File: src/hdl/xmcr_pkg.sv
// ----------------------------------------------------------------------------
// xmcr_pkg
// Types and constants shared by the XMODEM checksum receiver.
// ----------------------------------------------------------------------------
`default_nettype none

package xmcr_pkg;

    localparam int PACKET_BYTES_DEFAULT = 128;
    localparam int BUF_DEPTH            = 128;
    localparam int BUF_AW               = 7;

    localparam logic [7:0] BYTE_SOH      = 8'h01;
    localparam logic [7:0] BYTE_EOT      = 8'h04;
    localparam logic [7:0] BYTE_CAN      = 8'h18;
    localparam logic [7:0] TIMEOUT_RESET = 8'hFF;
    localparam logic [7:0] COMPL_MATCH   = 8'hFF;

    typedef enum logic [1:0] {
        CMD_BYTE  = 2'd0,
        CMD_TICK  = 2'd1,
        CMD_START = 2'd2,
        CMD_READ  = 2'd3
    } cmd_t;

    typedef enum logic [1:0] {
        REPLY_NONE = 2'd0,
        REPLY_NAK  = 2'd1,
        REPLY_ACK  = 2'd2
    } reply_t;

    typedef enum logic [2:0] {
        PH_STOPPED    = 3'd0,
        PH_READY      = 3'd1,
        PH_NUMBER     = 3'd2,
        PH_COMPLEMENT = 3'd3,
        PH_DATA       = 3'd4,
        PH_CHECKSUM   = 3'd5,
        PH_ERROR      = 3'd6
    } phase_t;

    typedef struct packed {
        reply_t     reply;
        logic       good;
        logic [7:0] number;
        logic       done;
        phase_t     phase;
    } result_t;

    typedef struct packed {
        logic              en;
        logic [BUF_AW-1:0] addr;
        logic [7:0]        data;
    } mem_wr_t;

endpackage

`default_nettype wire

File: src/hdl/xmcr_ifs.sv
// ----------------------------------------------------------------------------
// xmcr interfaces
// Request, result and configuration channels with valid/ready handshake.
// ----------------------------------------------------------------------------
`default_nettype none

interface xmcr_req_if;
    logic       valid;
    logic       ready;
    logic [1:0] command;
    logic [7:0] rx_byte;
    logic [6:0] read_index;

    modport source (output valid, output command, output rx_byte, output read_index,
                    input ready);
    modport sink   (input valid, input command, input rx_byte, input read_index,
                    output ready);
endinterface

interface xmcr_rsp_if;
    logic       valid;
    logic       ready;
    logic [1:0] reply_code;
    logic       packet_good;
    logic [7:0] packet_number;
    logic       transfer_done;
    logic [2:0] receiver_state;
    logic [7:0] read_data;

    modport source (output valid, output reply_code, output packet_good,
                    output packet_number, output transfer_done,
                    output receiver_state, output read_data, input ready);
    modport sink   (input valid, input reply_code, input packet_good,
                    input packet_number, input transfer_done,
                    input receiver_state, input read_data, output ready);
endinterface

interface xmcr_cfg_if;
    logic       valid;
    logic       ready;
    logic [7:0] timeout_limit;

    modport source (output valid, output timeout_limit, input ready);
    modport sink   (input valid, input timeout_limit, output ready);
endinterface

`default_nettype wire

File: src/hdl/xmodem_checksum_receiver_unit.sv
// ----------------------------------------------------------------------------
// xmodem_checksum_receiver_unit
// XMODEM receiver, 128-byte packets with 8-bit additive checksum.
// ----------------------------------------------------------------------------
// Usage:
//   req  : one request per event (line byte, timer tick, start, buffer read).
//   rsp  : exactly one result per request, in order: reply code, packet_good
//          and transfer_done pulses, header number, phase, buffer read data.
//   cfg  : writes timeout_limit; always ready, write only while idle.
// Throughput: one request per cycle unless rsp stalls; the state update
//   is a single pass through the control logic between the input and
//   result registers.
// The input register holds one request while a result waits, so one
//   request is still taken when rsp stalls; further requests then stall.
// Reset: phase stopped, counters and sum cleared, timeout_limit 255.
//   The buffer valid bits clear at once, so unwritten entries read zero;
//   no clearing pass is needed.
// ----------------------------------------------------------------------------
`default_nettype none

module xmodem_checksum_receiver_unit #(
    parameter int PACKET_BYTES = xmcr_pkg::PACKET_BYTES_DEFAULT
) (
    input  wire logic clk,
    input  wire logic rst_n,
    xmcr_req_if.sink  req,
    xmcr_rsp_if.source rsp,
    xmcr_cfg_if.sink  cfg
);

    logic              s1_valid_reg;
    logic [1:0]        s1_cmd_reg;
    logic [7:0]        s1_rx_reg;
    logic              accept;
    logic              advance;
    logic              step;
    logic              out_valid;
    logic [7:0]        buf_rdata;
    logic [7:0]        rdata_sel;
    xmcr_pkg::result_t fsm_res;
    xmcr_pkg::result_t out_res;
    xmcr_pkg::mem_wr_t wr;

    assign advance   = !out_valid || rsp.ready;
    assign req.ready = !s1_valid_reg || advance;
    assign accept    = req.valid && req.ready;
    assign step      = s1_valid_reg && advance;
    assign cfg.ready = 1'b1;

    always_ff @(posedge clk or negedge rst_n)
    begin
        if (!rst_n)
        begin
            s1_valid_reg <= 1'b0;
        end
        else if (accept)
        begin
            s1_valid_reg <= 1'b1;
        end
        else if (step)
        begin
            s1_valid_reg <= 1'b0;
        end
    end

    always_ff @(posedge clk)
    begin
        if (accept)
        begin
            s1_cmd_reg <= req.command;
            s1_rx_reg  <= req.rx_byte;
        end
    end

    xmcr_fsm #(
        .PACKET_BYTES (PACKET_BYTES)
    ) u_fsm (
        .clk      (clk),
        .rst_n    (rst_n),
        .step     (step),
        .command  (s1_cmd_reg),
        .rx_byte  (s1_rx_reg),
        .cfg_we   (cfg.valid),
        .cfg_data (cfg.timeout_limit),
        .result   (fsm_res),
        .wr       (wr)
    );

    xmcr_buf u_buf (
        .clk     (clk),
        .rst_n   (rst_n),
        .rd_en   (accept),
        .rd_addr (req.read_index),
        .wr      (wr),
        .rd_data (buf_rdata)
    );

    assign rdata_sel = (s1_cmd_reg == xmcr_pkg::CMD_READ) ? buf_rdata : 8'd0;

    xmcr_hold u_hold (
        .clk       (clk),
        .rst_n     (rst_n),
        .load      (step),
        .take      (rsp.ready),
        .res_in    (fsm_res),
        .rdata_in  (rdata_sel),
        .valid     (out_valid),
        .res_out   (out_res),
        .rdata_out (rsp.read_data)
    );

    assign rsp.valid          = out_valid;
    assign rsp.reply_code     = out_res.reply;
    assign rsp.packet_good    = out_res.good;
    assign rsp.packet_number  = out_res.number;
    assign rsp.transfer_done  = out_res.done;
    assign rsp.receiver_state = out_res.phase;

`ifndef SYNTHESIS
    a_hold_stage: assert property (@(posedge clk) disable iff (!rst_n)
        s1_valid_reg && !advance |=> s1_valid_reg)
        else $error("input stage dropped a request under stall");

    a_good_ack: assert property (@(posedge clk) disable iff (!rst_n)
        out_valid && out_res.good |-> out_res.reply == xmcr_pkg::REPLY_ACK)
        else $error("packet_good without ACK");

    a_done_stop: assert property (@(posedge clk) disable iff (!rst_n)
        out_valid && out_res.done |->
            out_res.reply == xmcr_pkg::REPLY_ACK && out_res.phase == xmcr_pkg::PH_STOPPED)
        else $error("transfer_done without ACK and stop");

    a_wr_byte: assert property (@(posedge clk) disable iff (!rst_n)
        step && wr.en |-> s1_cmd_reg == xmcr_pkg::CMD_BYTE)
        else $error("buffer write from a non-byte request");
`endif

endmodule

`default_nettype wire

File: src/hdl/xmcr_fsm.sv
// ----------------------------------------------------------------------------
// xmcr_fsm
// Receiver state machine: phase, running sum, header, counters, timeout.
// ----------------------------------------------------------------------------
`default_nettype none

module xmcr_fsm #(
    parameter int PACKET_BYTES = xmcr_pkg::PACKET_BYTES_DEFAULT
) (
    input  wire logic              clk,
    input  wire logic              rst_n,
    input  wire logic              step,
    input  wire logic [1:0]        command,
    input  wire logic [7:0]        rx_byte,
    input  wire logic              cfg_we,
    input  wire logic [7:0]        cfg_data,
    output xmcr_pkg::result_t      result,
    output xmcr_pkg::mem_wr_t      wr
);

    localparam int CNT_W = $clog2(PACKET_BYTES + 1);

    xmcr_pkg::phase_t phase_reg, phase_next;
    logic [7:0]       sum_reg, sum_next;
    logic [7:0]       hdr_reg, hdr_next;
    logic [CNT_W-1:0] cnt_reg, cnt_next;
    logic [7:0]       idle_reg, idle_next;
    logic [7:0]       limit_reg;

    always_ff @(posedge clk or negedge rst_n)
    begin
        if (!rst_n)
        begin
            phase_reg <= xmcr_pkg::PH_STOPPED;
            sum_reg   <= '0;
            hdr_reg   <= '0;
            cnt_reg   <= '0;
            idle_reg  <= '0;
            limit_reg <= xmcr_pkg::TIMEOUT_RESET;
        end
        else
        begin
            if (step)
            begin
                phase_reg <= phase_next;
                sum_reg   <= sum_next;
                hdr_reg   <= hdr_next;
                cnt_reg   <= cnt_next;
                idle_reg  <= idle_next;
            end
            if (cfg_we)
            begin
                limit_reg <= cfg_data;
            end
        end
    end

    always_comb
    begin
        phase_next    = phase_reg;
        sum_next      = sum_reg;
        hdr_next      = hdr_reg;
        cnt_next      = cnt_reg;
        idle_next     = idle_reg;
        result.reply  = xmcr_pkg::REPLY_NONE;
        result.good   = 1'b0;
        result.done   = 1'b0;
        wr.en         = 1'b0;
        wr.addr       = xmcr_pkg::BUF_AW'(cnt_reg);
        wr.data       = rx_byte;

        unique case (xmcr_pkg::cmd_t'(command))
            xmcr_pkg::CMD_BYTE:
            begin
                unique case (phase_reg)
                    xmcr_pkg::PH_READY:
                    begin
                        if (rx_byte == xmcr_pkg::BYTE_SOH)
                        begin
                            phase_next = xmcr_pkg::PH_NUMBER;
                            sum_next   = rx_byte;
                            idle_next  = '0;
                        end
                        else if (rx_byte == xmcr_pkg::BYTE_EOT)
                        begin
                            result.reply = xmcr_pkg::REPLY_ACK;
                            result.done  = 1'b1;
                            phase_next   = xmcr_pkg::PH_STOPPED;
                            idle_next    = '0;
                        end
                        else if (rx_byte == xmcr_pkg::BYTE_CAN)
                        begin
                            phase_next = xmcr_pkg::PH_STOPPED;
                            idle_next  = '0;
                        end
                    end
                    xmcr_pkg::PH_NUMBER:
                    begin
                        hdr_next   = rx_byte;
                        sum_next   = sum_reg + rx_byte;
                        phase_next = xmcr_pkg::PH_COMPLEMENT;
                        idle_next  = '0;
                    end
                    xmcr_pkg::PH_COMPLEMENT:
                    begin
                        if ((hdr_reg ^ rx_byte) == xmcr_pkg::COMPL_MATCH)
                        begin
                            sum_next   = sum_reg + rx_byte;
                            phase_next = xmcr_pkg::PH_DATA;
                            idle_next  = '0;
                            cnt_next   = '0;
                        end
                        else
                        begin
                            phase_next = xmcr_pkg::PH_ERROR;
                        end
                    end
                    xmcr_pkg::PH_DATA:
                    begin
                        idle_next = '0;
                        wr.en     = step;
                        sum_next  = sum_reg + rx_byte;
                        cnt_next  = cnt_reg + CNT_W'(1);
                        if (cnt_next >= CNT_W'(PACKET_BYTES))
                        begin
                            phase_next = xmcr_pkg::PH_CHECKSUM;
                        end
                    end
                    xmcr_pkg::PH_CHECKSUM:
                    begin
                        idle_next = '0;
                        if (rx_byte == sum_reg)
                        begin
                            result.reply = xmcr_pkg::REPLY_ACK;
                            result.good  = 1'b1;
                        end
                        else
                        begin
                            result.reply = xmcr_pkg::REPLY_NAK;
                        end
                        phase_next = xmcr_pkg::PH_READY;
                    end
                    default:
                    begin
                    end
                endcase
            end
            xmcr_pkg::CMD_TICK:
            begin
                if (idle_reg < limit_reg)
                begin
                    idle_next = idle_reg + 8'd1;
                end
                else
                begin
                    phase_next = xmcr_pkg::PH_STOPPED;
                end
            end
            xmcr_pkg::CMD_START:
            begin
                idle_next    = '0;
                hdr_next     = '0;
                phase_next   = xmcr_pkg::PH_READY;
                result.reply = xmcr_pkg::REPLY_NAK;
            end
            default:
            begin
            end
        endcase

        result.number = hdr_next;
        result.phase  = phase_next;
    end

endmodule

`default_nettype wire

File: src/hdl/xmcr_buf.sv
// ----------------------------------------------------------------------------
// xmcr_buf
// Packet buffer: registered read, per-entry valid bits, write forwarding.
// ----------------------------------------------------------------------------
`default_nettype none

module xmcr_buf (
    input  wire logic                        clk,
    input  wire logic                        rst_n,
    input  wire logic                        rd_en,
    input  wire logic [xmcr_pkg::BUF_AW-1:0] rd_addr,
    input  wire xmcr_pkg::mem_wr_t           wr,
    output logic [7:0]                       rd_data
);

    logic [7:0]                    mem [xmcr_pkg::BUF_DEPTH];
    logic [xmcr_pkg::BUF_DEPTH-1:0] vld_reg;
    logic [7:0]                    mem_q_reg;
    logic                          vld_q_reg;
    logic                          hit_reg;
    logic [7:0]                    fwd_reg;

    always_ff @(posedge clk or negedge rst_n)
    begin
        if (!rst_n)
        begin
            vld_reg <= '0;
        end
        else if (wr.en)
        begin
            vld_reg[wr.addr] <= 1'b1;
        end
    end

    always_ff @(posedge clk)
    begin
        if (wr.en)
        begin
            mem[wr.addr] <= wr.data;
        end
        if (rd_en)
        begin
            mem_q_reg <= mem[rd_addr];
            vld_q_reg <= vld_reg[rd_addr];
            hit_reg   <= wr.en && (wr.addr == rd_addr);
            fwd_reg   <= wr.data;
        end
    end

    assign rd_data = hit_reg ? fwd_reg : (vld_q_reg ? mem_q_reg : 8'd0);

endmodule

`default_nettype wire

File: src/hdl/xmcr_ifs_top_note.sv
// ----------------------------------------------------------------------------
// xmcr_hold
// Output holding register for one result request.
// ----------------------------------------------------------------------------
`default_nettype none

module xmcr_hold (
    input  wire logic              clk,
    input  wire logic              rst_n,
    input  wire logic              load,
    input  wire logic              take,
    input  wire xmcr_pkg::result_t res_in,
    input  wire logic [7:0]        rdata_in,
    output logic                   valid,
    output xmcr_pkg::result_t      res_out,
    output logic [7:0]             rdata_out
);

    logic valid_reg;

    always_ff @(posedge clk or negedge rst_n)
    begin
        if (!rst_n)
        begin
            valid_reg <= 1'b0;
        end
        else if (load)
        begin
            valid_reg <= 1'b1;
        end
        else if (take)
        begin
            valid_reg <= 1'b0;
        end
    end

    always_ff @(posedge clk)
    begin
        if (load)
        begin
            res_out   <= res_in;
            rdata_out <= rdata_in;
        end
    end

    assign valid = valid_reg;

endmodule

`default_nettype wire
File: src/flat_wrapper.sv
// flat-port wrapper written by rule: the top's interface ports become plain ports
module xmodem_checksum_receiver_unit_flat 
#(
    parameter int PACKET_BYTES = xmcr_pkg::PACKET_BYTES_DEFAULT
)
  (clk, rst_n, req_valid, req_command, req_rx_byte, req_read_index, req_ready, rsp_valid, rsp_reply_code, rsp_packet_good, rsp_packet_number, rsp_transfer_done, rsp_receiver_state, rsp_read_data, rsp_ready, cfg_valid, cfg_timeout_limit, cfg_ready);
  xmcr_req_if req_i ();
  xmcr_rsp_if rsp_i ();
  xmcr_cfg_if cfg_i ();
  input  wire logic clk;
  input  wire logic rst_n;
  input wire logic [$bits(req_i.valid)-1:0] req_valid;
  input wire logic [$bits(req_i.command)-1:0] req_command;
  input wire logic [$bits(req_i.rx_byte)-1:0] req_rx_byte;
  input wire logic [$bits(req_i.read_index)-1:0] req_read_index;
  output wire logic [$bits(req_i.ready)-1:0] req_ready;
  output wire logic [$bits(rsp_i.valid)-1:0] rsp_valid;
  output wire logic [$bits(rsp_i.reply_code)-1:0] rsp_reply_code;
  output wire logic [$bits(rsp_i.packet_good)-1:0] rsp_packet_good;
  output wire logic [$bits(rsp_i.packet_number)-1:0] rsp_packet_number;
  output wire logic [$bits(rsp_i.transfer_done)-1:0] rsp_transfer_done;
  output wire logic [$bits(rsp_i.receiver_state)-1:0] rsp_receiver_state;
  output wire logic [$bits(rsp_i.read_data)-1:0] rsp_read_data;
  input wire logic [$bits(rsp_i.ready)-1:0] rsp_ready;
  input wire logic [$bits(cfg_i.valid)-1:0] cfg_valid;
  input wire logic [$bits(cfg_i.timeout_limit)-1:0] cfg_timeout_limit;
  output wire logic [$bits(cfg_i.ready)-1:0] cfg_ready;
  assign req_i.valid = req_valid;
  assign req_i.command = req_command;
  assign req_i.rx_byte = req_rx_byte;
  assign req_i.read_index = req_read_index;
  assign req_ready = req_i.ready;
  assign rsp_valid = rsp_i.valid;
  assign rsp_reply_code = rsp_i.reply_code;
  assign rsp_packet_good = rsp_i.packet_good;
  assign rsp_packet_number = rsp_i.packet_number;
  assign rsp_transfer_done = rsp_i.transfer_done;
  assign rsp_receiver_state = rsp_i.receiver_state;
  assign rsp_read_data = rsp_i.read_data;
  assign rsp_i.ready = rsp_ready;
  assign cfg_i.valid = cfg_valid;
  assign cfg_i.timeout_limit = cfg_timeout_limit;
  assign cfg_ready = cfg_i.ready;
  xmodem_checksum_receiver_unit #(.PACKET_BYTES(PACKET_BYTES)) u_core (.clk(clk), .rst_n(rst_n), .req(req_i), .rsp(rsp_i), .cfg(cfg_i));
endmodule
File: config.mk
export PLATFORM = sky130hd
export DESIGN_NAME = xmodem_checksum_receiver_unit_flat
export DESIGN_NICKNAME = d
export VERILOG_FILES = /design/src/hdl/xmcr_pkg.sv /design/src/hdl/xmcr_ifs.sv /design/src/hdl/xmodem_checksum_receiver_unit.sv /design/src/hdl/xmcr_fsm.sv /design/src/hdl/xmcr_buf.sv /design/src/hdl/xmcr_ifs_top_note.sv /design/src/flat_wrapper.sv
export SDC_FILE = /design/constraint.sdc
export NUM_CORES = 1
export LEC_CHECK = 0
export ABC_AREA = 1
export BUFFER_PORTS_ARGS = -buffer_cell sky130_fd_sc_hd__buf_2
export CAP_MARGIN = 5
export CORE_MARGIN = 4
export CORE_UTILIZATION = 42
export DETAILED_ROUTE_END_ITERATION = 8
export PLACE_DENSITY_LB_ADDON = 0.2
export SLEW_MARGIN = 20
export SYNTH_ARGS = -nofsm -noshare
export SYNTH_HDL_FRONTEND = slang
export SYNTH_SLANG_ARGS = --single-unit
File: constraint.sdc
create_clock -name clk -period 8.7 [get_ports clk]
set_input_delay 1.74 -clock clk [delete_from_list [all_inputs] [get_ports clk]]
set_output_delay 1.74 -clock clk [all_outputs]
set_load 0.05 [all_outputs]
# Word level (Yosys, flattened, before mapping)
# Memory sizes are Yosys's and may differ from the RTL's. A register that Yosys moved wholly into a read port is not among the register bits.
# Index checks and enable logic that the tools add are counted.
[totals]
regBits = 216
mem_bits_rw = 1024
inputBits = 30
out_inout_bits = 26
wordCells = 116
n_memories = 1
[mem_list]
columns = ["name", "depth", "word_bits", "rd", "rd_clocked_by_memory_dff", "wr", "line_no", "source"]
rows = [
  ["u_core.u_buf.mem", 128, 8, 1, 1, 1, "xmcr_buf.sv:16", "logic [7:0] mem [xmcr_pkg::BUF_DEPTH];"],
]
[classes]
n_addsub = 3
magnitude_cmp = 5
eq_ne = 20
n_mux = 42
n_bitwise = 4
reduce_logical = 21
[ops]
columns = ["operator", "count"]
rows = [
  ["128-bit OR", 1],
  ["8-bit two-way mux", 10],
  ["8-bit one-hot mux with 3 select lines", 3],
  ["8-bit one-hot mux with 2 select lines", 2],
  ["8-bit by 1-bit adder with 8-bit output (second input constant)", 2],
  ["7-bit by 8-bit less-than comparator with 1-bit output (second input constant)", 2],
  ["3-bit two-way mux", 5],
  ["3-bit one-hot mux with 5 select lines", 1],
  ["1-bit two-way mux", 12],
  ["3-bit one-hot mux with 3 select lines", 1],
  ["8-bit adder", 1],
  ["8-bit by 1-bit == test with 1-bit output (second input constant)", 1],
  ["8-bit by 3-bit == test with 1-bit output (second input constant)", 1],
  ["8-bit by 5-bit == test with 1-bit output (second input constant)", 1],
  ["8-bit == test", 1],
  ["8-bit == test (second input constant)", 1],
  ["8-bit greater-or-equal comparator (second input constant)", 1],
  ["8-bit less-than comparator", 1],
  ["2-bit two-way mux", 4],
  ["2-bit one-hot mux with 2 select lines", 2],
  ["8-bit XOR", 1],
  ["1-bit binary-select mux with 7-bit select", 1],
  ["1-bit demux with 7-bit select", 1],
  ["7-bit == test", 1],
  ["other kinds (23)", 38],
]

# Logic depth before layout (Yosys ltp)
# Gate-level depths: netlist (run 1).
[depth]
ltp_word = 7
mapped_depth = 13

# Cells and area by module
# A second synthesis (run 1) with hierarchy kept.
[hier_totals]
cells_unflattened = 4665
area_unflattened_um2 = 52068.7
[modules_own_cells]
columns = ["mod", "instances", "cells_per_inst", "area_per_inst_um2", "seq_area_each_um2"]
rows = [
  ["xmcr_buf", 1, 4170, 47787.1, 34493.1],
  ["xmcr_fsm", 1, 430, 3111.7, 1086.0],
  ["xmcr_hold", 1, 28, 730.7, 715.7],
  ["xmodem_checksum_receiver_unit", 1, 37, 439.2, 325.3],
]

# Worst setup path before layout (run 1)
# No wires, ideal clock.
[synth_timing]
path_kind = "in2out"
from = "in rsp_ready"
to = "out req_ready"
arrival_ps = 2200
required_time_ps = 6960
slack_ps = 4760
stages = 2
path_buffers = 0
path_cell_list = "inv_1 nand3_1"
[synth_via]
elab_chain_len = 2
[synth_rtl]
columns = ["element", "line_no", "source"]
rows = [
  ["start: declaration", "flat_wrapper.sv:24", "input wire logic [$bits(rsp_i.ready)-1:0] rsp_ready;"],
  ["1-bit logical OR", "xmodem_checksum_receiver_unit.sv:44", "assign advance = !out_valid || rsp.ready;"],
  ["1-bit logical OR", "xmodem_checksum_receiver_unit.sv:45", "assign req.ready = !s1_valid_reg || advance;"],
  ["end: declaration", "flat_wrapper.sv:16", "output wire logic [$bits(req_i.ready)-1:0] req_ready;"],
]
# No other way between the ends.

==> results of run 1 <==
[per-stage QoR]
step / worst slack (ns) / power, uW
after global routing: 3.84 / 14400
after global placement: 3.30 / 8330
after floorplan: 4.76 / 7780
after CTS: 4.11 / 14100
final: 3.97 / 14000
after detailed placement: 3.29 / 8340
[synthesized netlist by cell type, types with 9 or more instances]
cell type	instances
nand2_1	1504
edfxtp_1	1075
nand3_1	1073
dfrtp_1	165
nor2_1	150
buf_2	113
or2_1	101
clkbuf_1	94
inv_1	72
buf_1	58
o21ai_0	34
a21oi_1	28
or2_2	28
ha_1	16
nand2_2	11
nand4_1	10
nor2_2	10
xnor2_1	9
[metal layers]
metal	vias to the layer above	wire length [microns]	global-route usage
li1	16000	-	-
met1	16900	62200	0.316
met2	1183	65200	0.338
met3	200	9650	0.0355
met4	2	3110	0.0595
met5	-	13	0
[cell type report]
cell class	count	area, sq um	area share
Sequential cell	1248	36600	0.634
Clock inverter	60	657	0.0114
Tap cell	1625	2030	0.0352
Antenna cell	1	2.50	0.0000433
Clock buffer	194	3800	0.0658
Multi-Input combinational cell	3028	13600	0.235
Timing Repair Buffer	101	753	0.0130
Inverter	85	339	0.00587
[logic make-up after synthesis]
kind of cell,count (synthesis)
simple gates,2907
flops,1248
buf+inv,351
compound gates,86
xor+xnor,17
fa+ha+maj,17
other cells,1
[where the power goes]
group	switching [uW]	internal [uW]	total [uW]
registers	100	6670	6770
logic	1120	341	1460
clock network	2400	3340	5740
[critical path, delay by kind of cell]
family	cells	cell delay [ns]
buffers and inverters	3	1.92
and+or+nand+nor	10	1.37
[worst max-delay path by stage]
stage,endpoint,from,slack (ns),depth (start not counted)
floorplan,req_ready,rsp_ready,4.76,2
global placement,u_core.u_buf.mem[109][4],rsp_ready,3.30,11
detailed placement,u_core.u_buf.mem[68][3],rsp_ready,3.29,11
CTS,u_core.u_buf.vld_q_reg,req_read_index[0],4.11,13
global route,u_core.u_buf.vld_q_reg,req_read_index[0],3.84,13
finish,u_core.u_buf.mem_q_reg[2],req_read_index[0],3.97,13
==> results.cfg, run 1 <==
[clocking]
ctsHoldBuffers = 0
clkLatencyLatePin_ns = 0.75
clkTransAtPathRegs_ns = 0.06
cts_buffers = 136
cts_resized = 0
cts_tree = yes
postCtsSetupBuffers = 0
cts_root_buf = clkbuf_16
htreeDepth = 4
cts_max_path_buffers = 3
clock_sinks = 1248

[critical_path]
r2r_slack_ns = 4.79
path_common_cell = nand2_1
crit_slowest_cell = buf_4
timing.rr.start = u_core.u_hold.valid
worst-path-max-fanout = 163
r2r_cells = 9
r2r-end = u_core.u_buf.mem[68][3]
worst_path_largest_cell_delay_ns = 0.89
worstPathArrival_ns = 5.35
startpoint_type = input pin
critical_path.cell_chain = buf_8, inv_8, buf_4, nand2_1, nand3_1, nand3_1, nand3_1, nand2_1, nand2_1, nand3_1, nand2_1, nand2_1, nand2_1
crit_path_end_kind = register
crit_required_ns = 9.31
path_class = input pin to register

[final_layout]
layout_common_cells = nand2_1 (1504), edfxtp_1 (1075), nand3_1 (1072)
nets = 4647
layout.cells.non_filler = 6342
fin_util = 0.474
largest_reg_flops = 1024
fin_area_sq_mm = 0.0578
n_fill_cell = 11000
final_common_cell = nand2_1
area_growth_pct = 11.9
drive_above_1_share = 0.0799

[sta]
rsz0062_at_grt = no
fin_crit_ns = 4.73
fin_setup_tns_ns = 0
clock.fmax_mhz = 211
tightest_slew_ns = 1.22
fin_skew_ns = 0.0230
finalHoldWorstSlack_ns = 0.460
period_share = 0.544
final_hold_viol_count = 0
slew_violations = 0
relSlewSlack = 0.185
setup_viol = 0

[route]
wl_per_cell_microns = 22.1
postRouteAntennaNets = 0
drt-total-wl_microns = 140000
route.detailed.drc = 0
dr.pass1.iters = 5
num_vias = 34300
drt_iter0_markers = 3807
avgViaCountPerCell = 5.41

[floorplan]
start_util = 0.423
die_y_microns = 359
die_area_sq_mm = 0.129
coreArea_sq_mm = 0.122
num_rows = 128
ios = 56
die_x_microns = 359

[synth]
synth-edff-count = 1075
muxShareOfSynthArea = 0
yosys_register_bits = 1248
synth_top_family_by_area = simple AND/OR/NAND/NOR gates
netlist_area_sq_mm = 0.0517
synth.distinct_cells = 41
synth-compound-area-share = 0.00891
synth_xor_area_frac = 0.00288
synthAdderAreaFrac = 0.00426
ys_async_sr_fraction = 0.139
synth_top_area_share = 0.625
ys_warn_count = 0
avgSynthCellArea_sq_um = 11.2
synth_ff_type = edfxtp_1
synth-seq-area-share = 0.709
netlist_instances = 4627
synth_top_area_cell = edfxtp_1
synth_area_leaders = edfxtp_1 (62%), nand2_1 (11%), nand3_1 (10%), dfrtp_1 (8.0%), or2_1 (1.2%)
yosys.area_share.simple = 0.247
syn-num-nets = 4674

[run_status]
run_status = finished, final reports clean

[placement]
gp_congestion = 0.832
dp_hpwl_microns = 76700
io_buffers = 54
place_area_sq_mm = 0.0533
post-place-cells = 6087

[flow_run]
cap_violations = 0

[global_route]
grt_pass1_vias = 32700
globalRoute.totalOverflow = 0
grt_usage = 0.217
antenna_found_initial = 2
grt_pass1_wl_microns = 211000
grt_start_max_net_pins = 177

[min_path]
holdPathEnd = u_core.u_buf.vld_reg[32]
hold_start = u_core.u_buf.vld_reg[32]
hp-class = register to register
min_path_cells = 1

[power]
p_leak_uw = 0.0217
ir_worst_vdd_v = 0.000172
pwr_density_cell_mw_per_mm2 = 242
No activity file was read; power rests on OpenSTA's default activity.
==> run 2, diff against run 1 <==
Clock period 8.7 ns to 4.9 ns, I/O delays scaled along.
==> results.cfg, run 2 (synthesis results as in run 1) <==
[min_path]
hp-class = input pin to async pin

[clocking]
cts_max_path_buffers = 3
cts_tree = yes
clkLatencyLatePin_ns = 0.74
cts_root_buf = clkbuf_16
postCtsSetupBuffers = 0
clock_sinks = 1248
cts_buffers = 132
ctsHoldBuffers = 0
htreeDepth = 4
cts_resized = 0
clkTransAtPathRegs_ns = 0.06

[floorplan]
coreArea_sq_mm = 0.122
die_area_sq_mm = 0.129
die_x_microns = 359
ios = 56
start_util = 0.423
num_rows = 128
die_y_microns = 359

[critical_path]
worst-path-max-fanout = 9
critPathBufInv = 2
worstPathArrival_ns = 3.72
crit_family = simple AND/OR/NAND/NOR gates
path_class = register to register
crit_slowest_cell = nand3_1
crit_required_ns = 5.25
startpoint_type = register
critical_path.cell_chain = inv_1, nand3_1, buf_4, nor2_1
crit_path_end_kind = register
worst_path_largest_cell_delay_ns = 0.91
r2r_slack_ns = 1.53

[global_route]
globalRoute.totalOverflow = 0
grt_pass1_wl_microns = 214000
grt_pass1_vias = 33100
antenna_found_initial = 5
grt_usage = 0.220
grt_start_max_net_pins = 188

[final_layout]
area_growth_pct = 11.9
n_fill_cell = 11100
multi_input_area_sq_mm = 0.0136
layout_common_cells = nand2_1 (1504), edfxtp_1 (1075), nand3_1 (1072)
ff_latch_area_sq_mm = 0.0366
nets = 4655
largest_reg_flops = 1024
drive_above_1_share = 0.0783
final_common_cell = nand2_1
fin_area_sq_mm = 0.0578

[placement]
io_buffers = 54
dp_hpwl_microns = 77800
place_area_sq_mm = 0.0536
gp_congestion = 0.826

[sta]
clock.fmax_mhz = 297
fin_skew_ns = 0.0235
setup_viol = 0
fin_setup_tns_ns = 0
slew_violations = 0
rsz0062_at_grt = no
tightest_slew_ns = 1.22
final_hold_viol_count = 0
finalHoldWorstSlack_ns = 0.259
relSlewSlack = 0.183
period_share = 0.688
fin_crit_ns = 3.37

[power]
finalPower_uw = 24600
pwr_density_cell_mw_per_mm2 = 426
ir_worst_vdd_v = 0.000318
p_leak_uw = 0.0218

[route]
route.detailed.drc = 0
drt_iter0_markers = 3808
dr.pass1.iters = 7
wl_per_cell_microns = 22.5
drt-total-wl_microns = 143000
num_vias = 34500
avgViaCountPerCell = 5.44
postRouteAntennaNets = 0

[flow_run]
cap_violations = 0

[run_status]
run_status = finished, final reports clean
==> run 2: through the flow <==
step,util,setup slack (ns),cells
detailed placement,0.439,1.10,6099
finish,0.474,1.53,6341
floorplan,-,1.45,4627
global route,0.474,1.47,6339
global placement,0.439,1.04,6099
CTS,0.474,1.53,6339
==> run 2: path summary, 6_finish.rpt <==
path | to | cells past startpoint | start
setup / recovery | u_core.u_buf.mem[9][3] | 4 | u_core.u_fsm.cnt_reg[2]
min in group clk | u_core.s1_rx_reg[6] | 1 | req_rx_byte[6]
hold reg to reg | u_core.u_buf.vld_reg[33] | 1 | u_core.u_buf.vld_reg[33]
max in group asynchronous | u_core.u_buf.vld_reg[78] | 2 | rst_n
hold / removal | u_core.u_buf.vld_reg[45] | 1 | rst_n
setup reg to reg | u_core.u_buf.mem[9][3] | 4 | u_core.u_fsm.cnt_reg[2]
==> run 2: worst reg2reg max path: stages, from the launching register on <==
cell and delay [ns]:
dfrtp_1 0.49, inv_1 0.21, nand3_1 0.91, buf_4 0.58, nor2_1 0.80
==> run 2: routing by layer <==
layer	vias to the layer above	track usage	wire [microns]
met5	-	0	32
li1	16000	-	-
met2	1191	0.342	65300
met4	4	0.0603	3330
met3	209	0.0348	9780
met1	17000	0.324	64300
==> run 2: power breakdown <==
| group | switching, uW | internal [uW] | total, uW |
|---|---|---|---|
| Sequential | 189 | 11800 | 12000 |
| Combinational | 2010 | 628 | 2640 |
| Clock | 4100 | 5860 | 9960 |
| Total | 6300 | 18300 | 24600 |
==> run 2: cell type report <==
| cell class | instances | area share |
|---|---|---|
| antenna | 2 | 0.0000865 |
| clock buffer | 187 | 0.0657 |
| inverter | 85 | 0.00586 |
| tap | 1625 | 0.0352 |
| clock inverter | 53 | 0.00813 |
| multi-input combinational | 3028 | 0.235 |
| timing repair buffer | 113 | 0.0169 |
| sequential | 1248 | 0.633 |
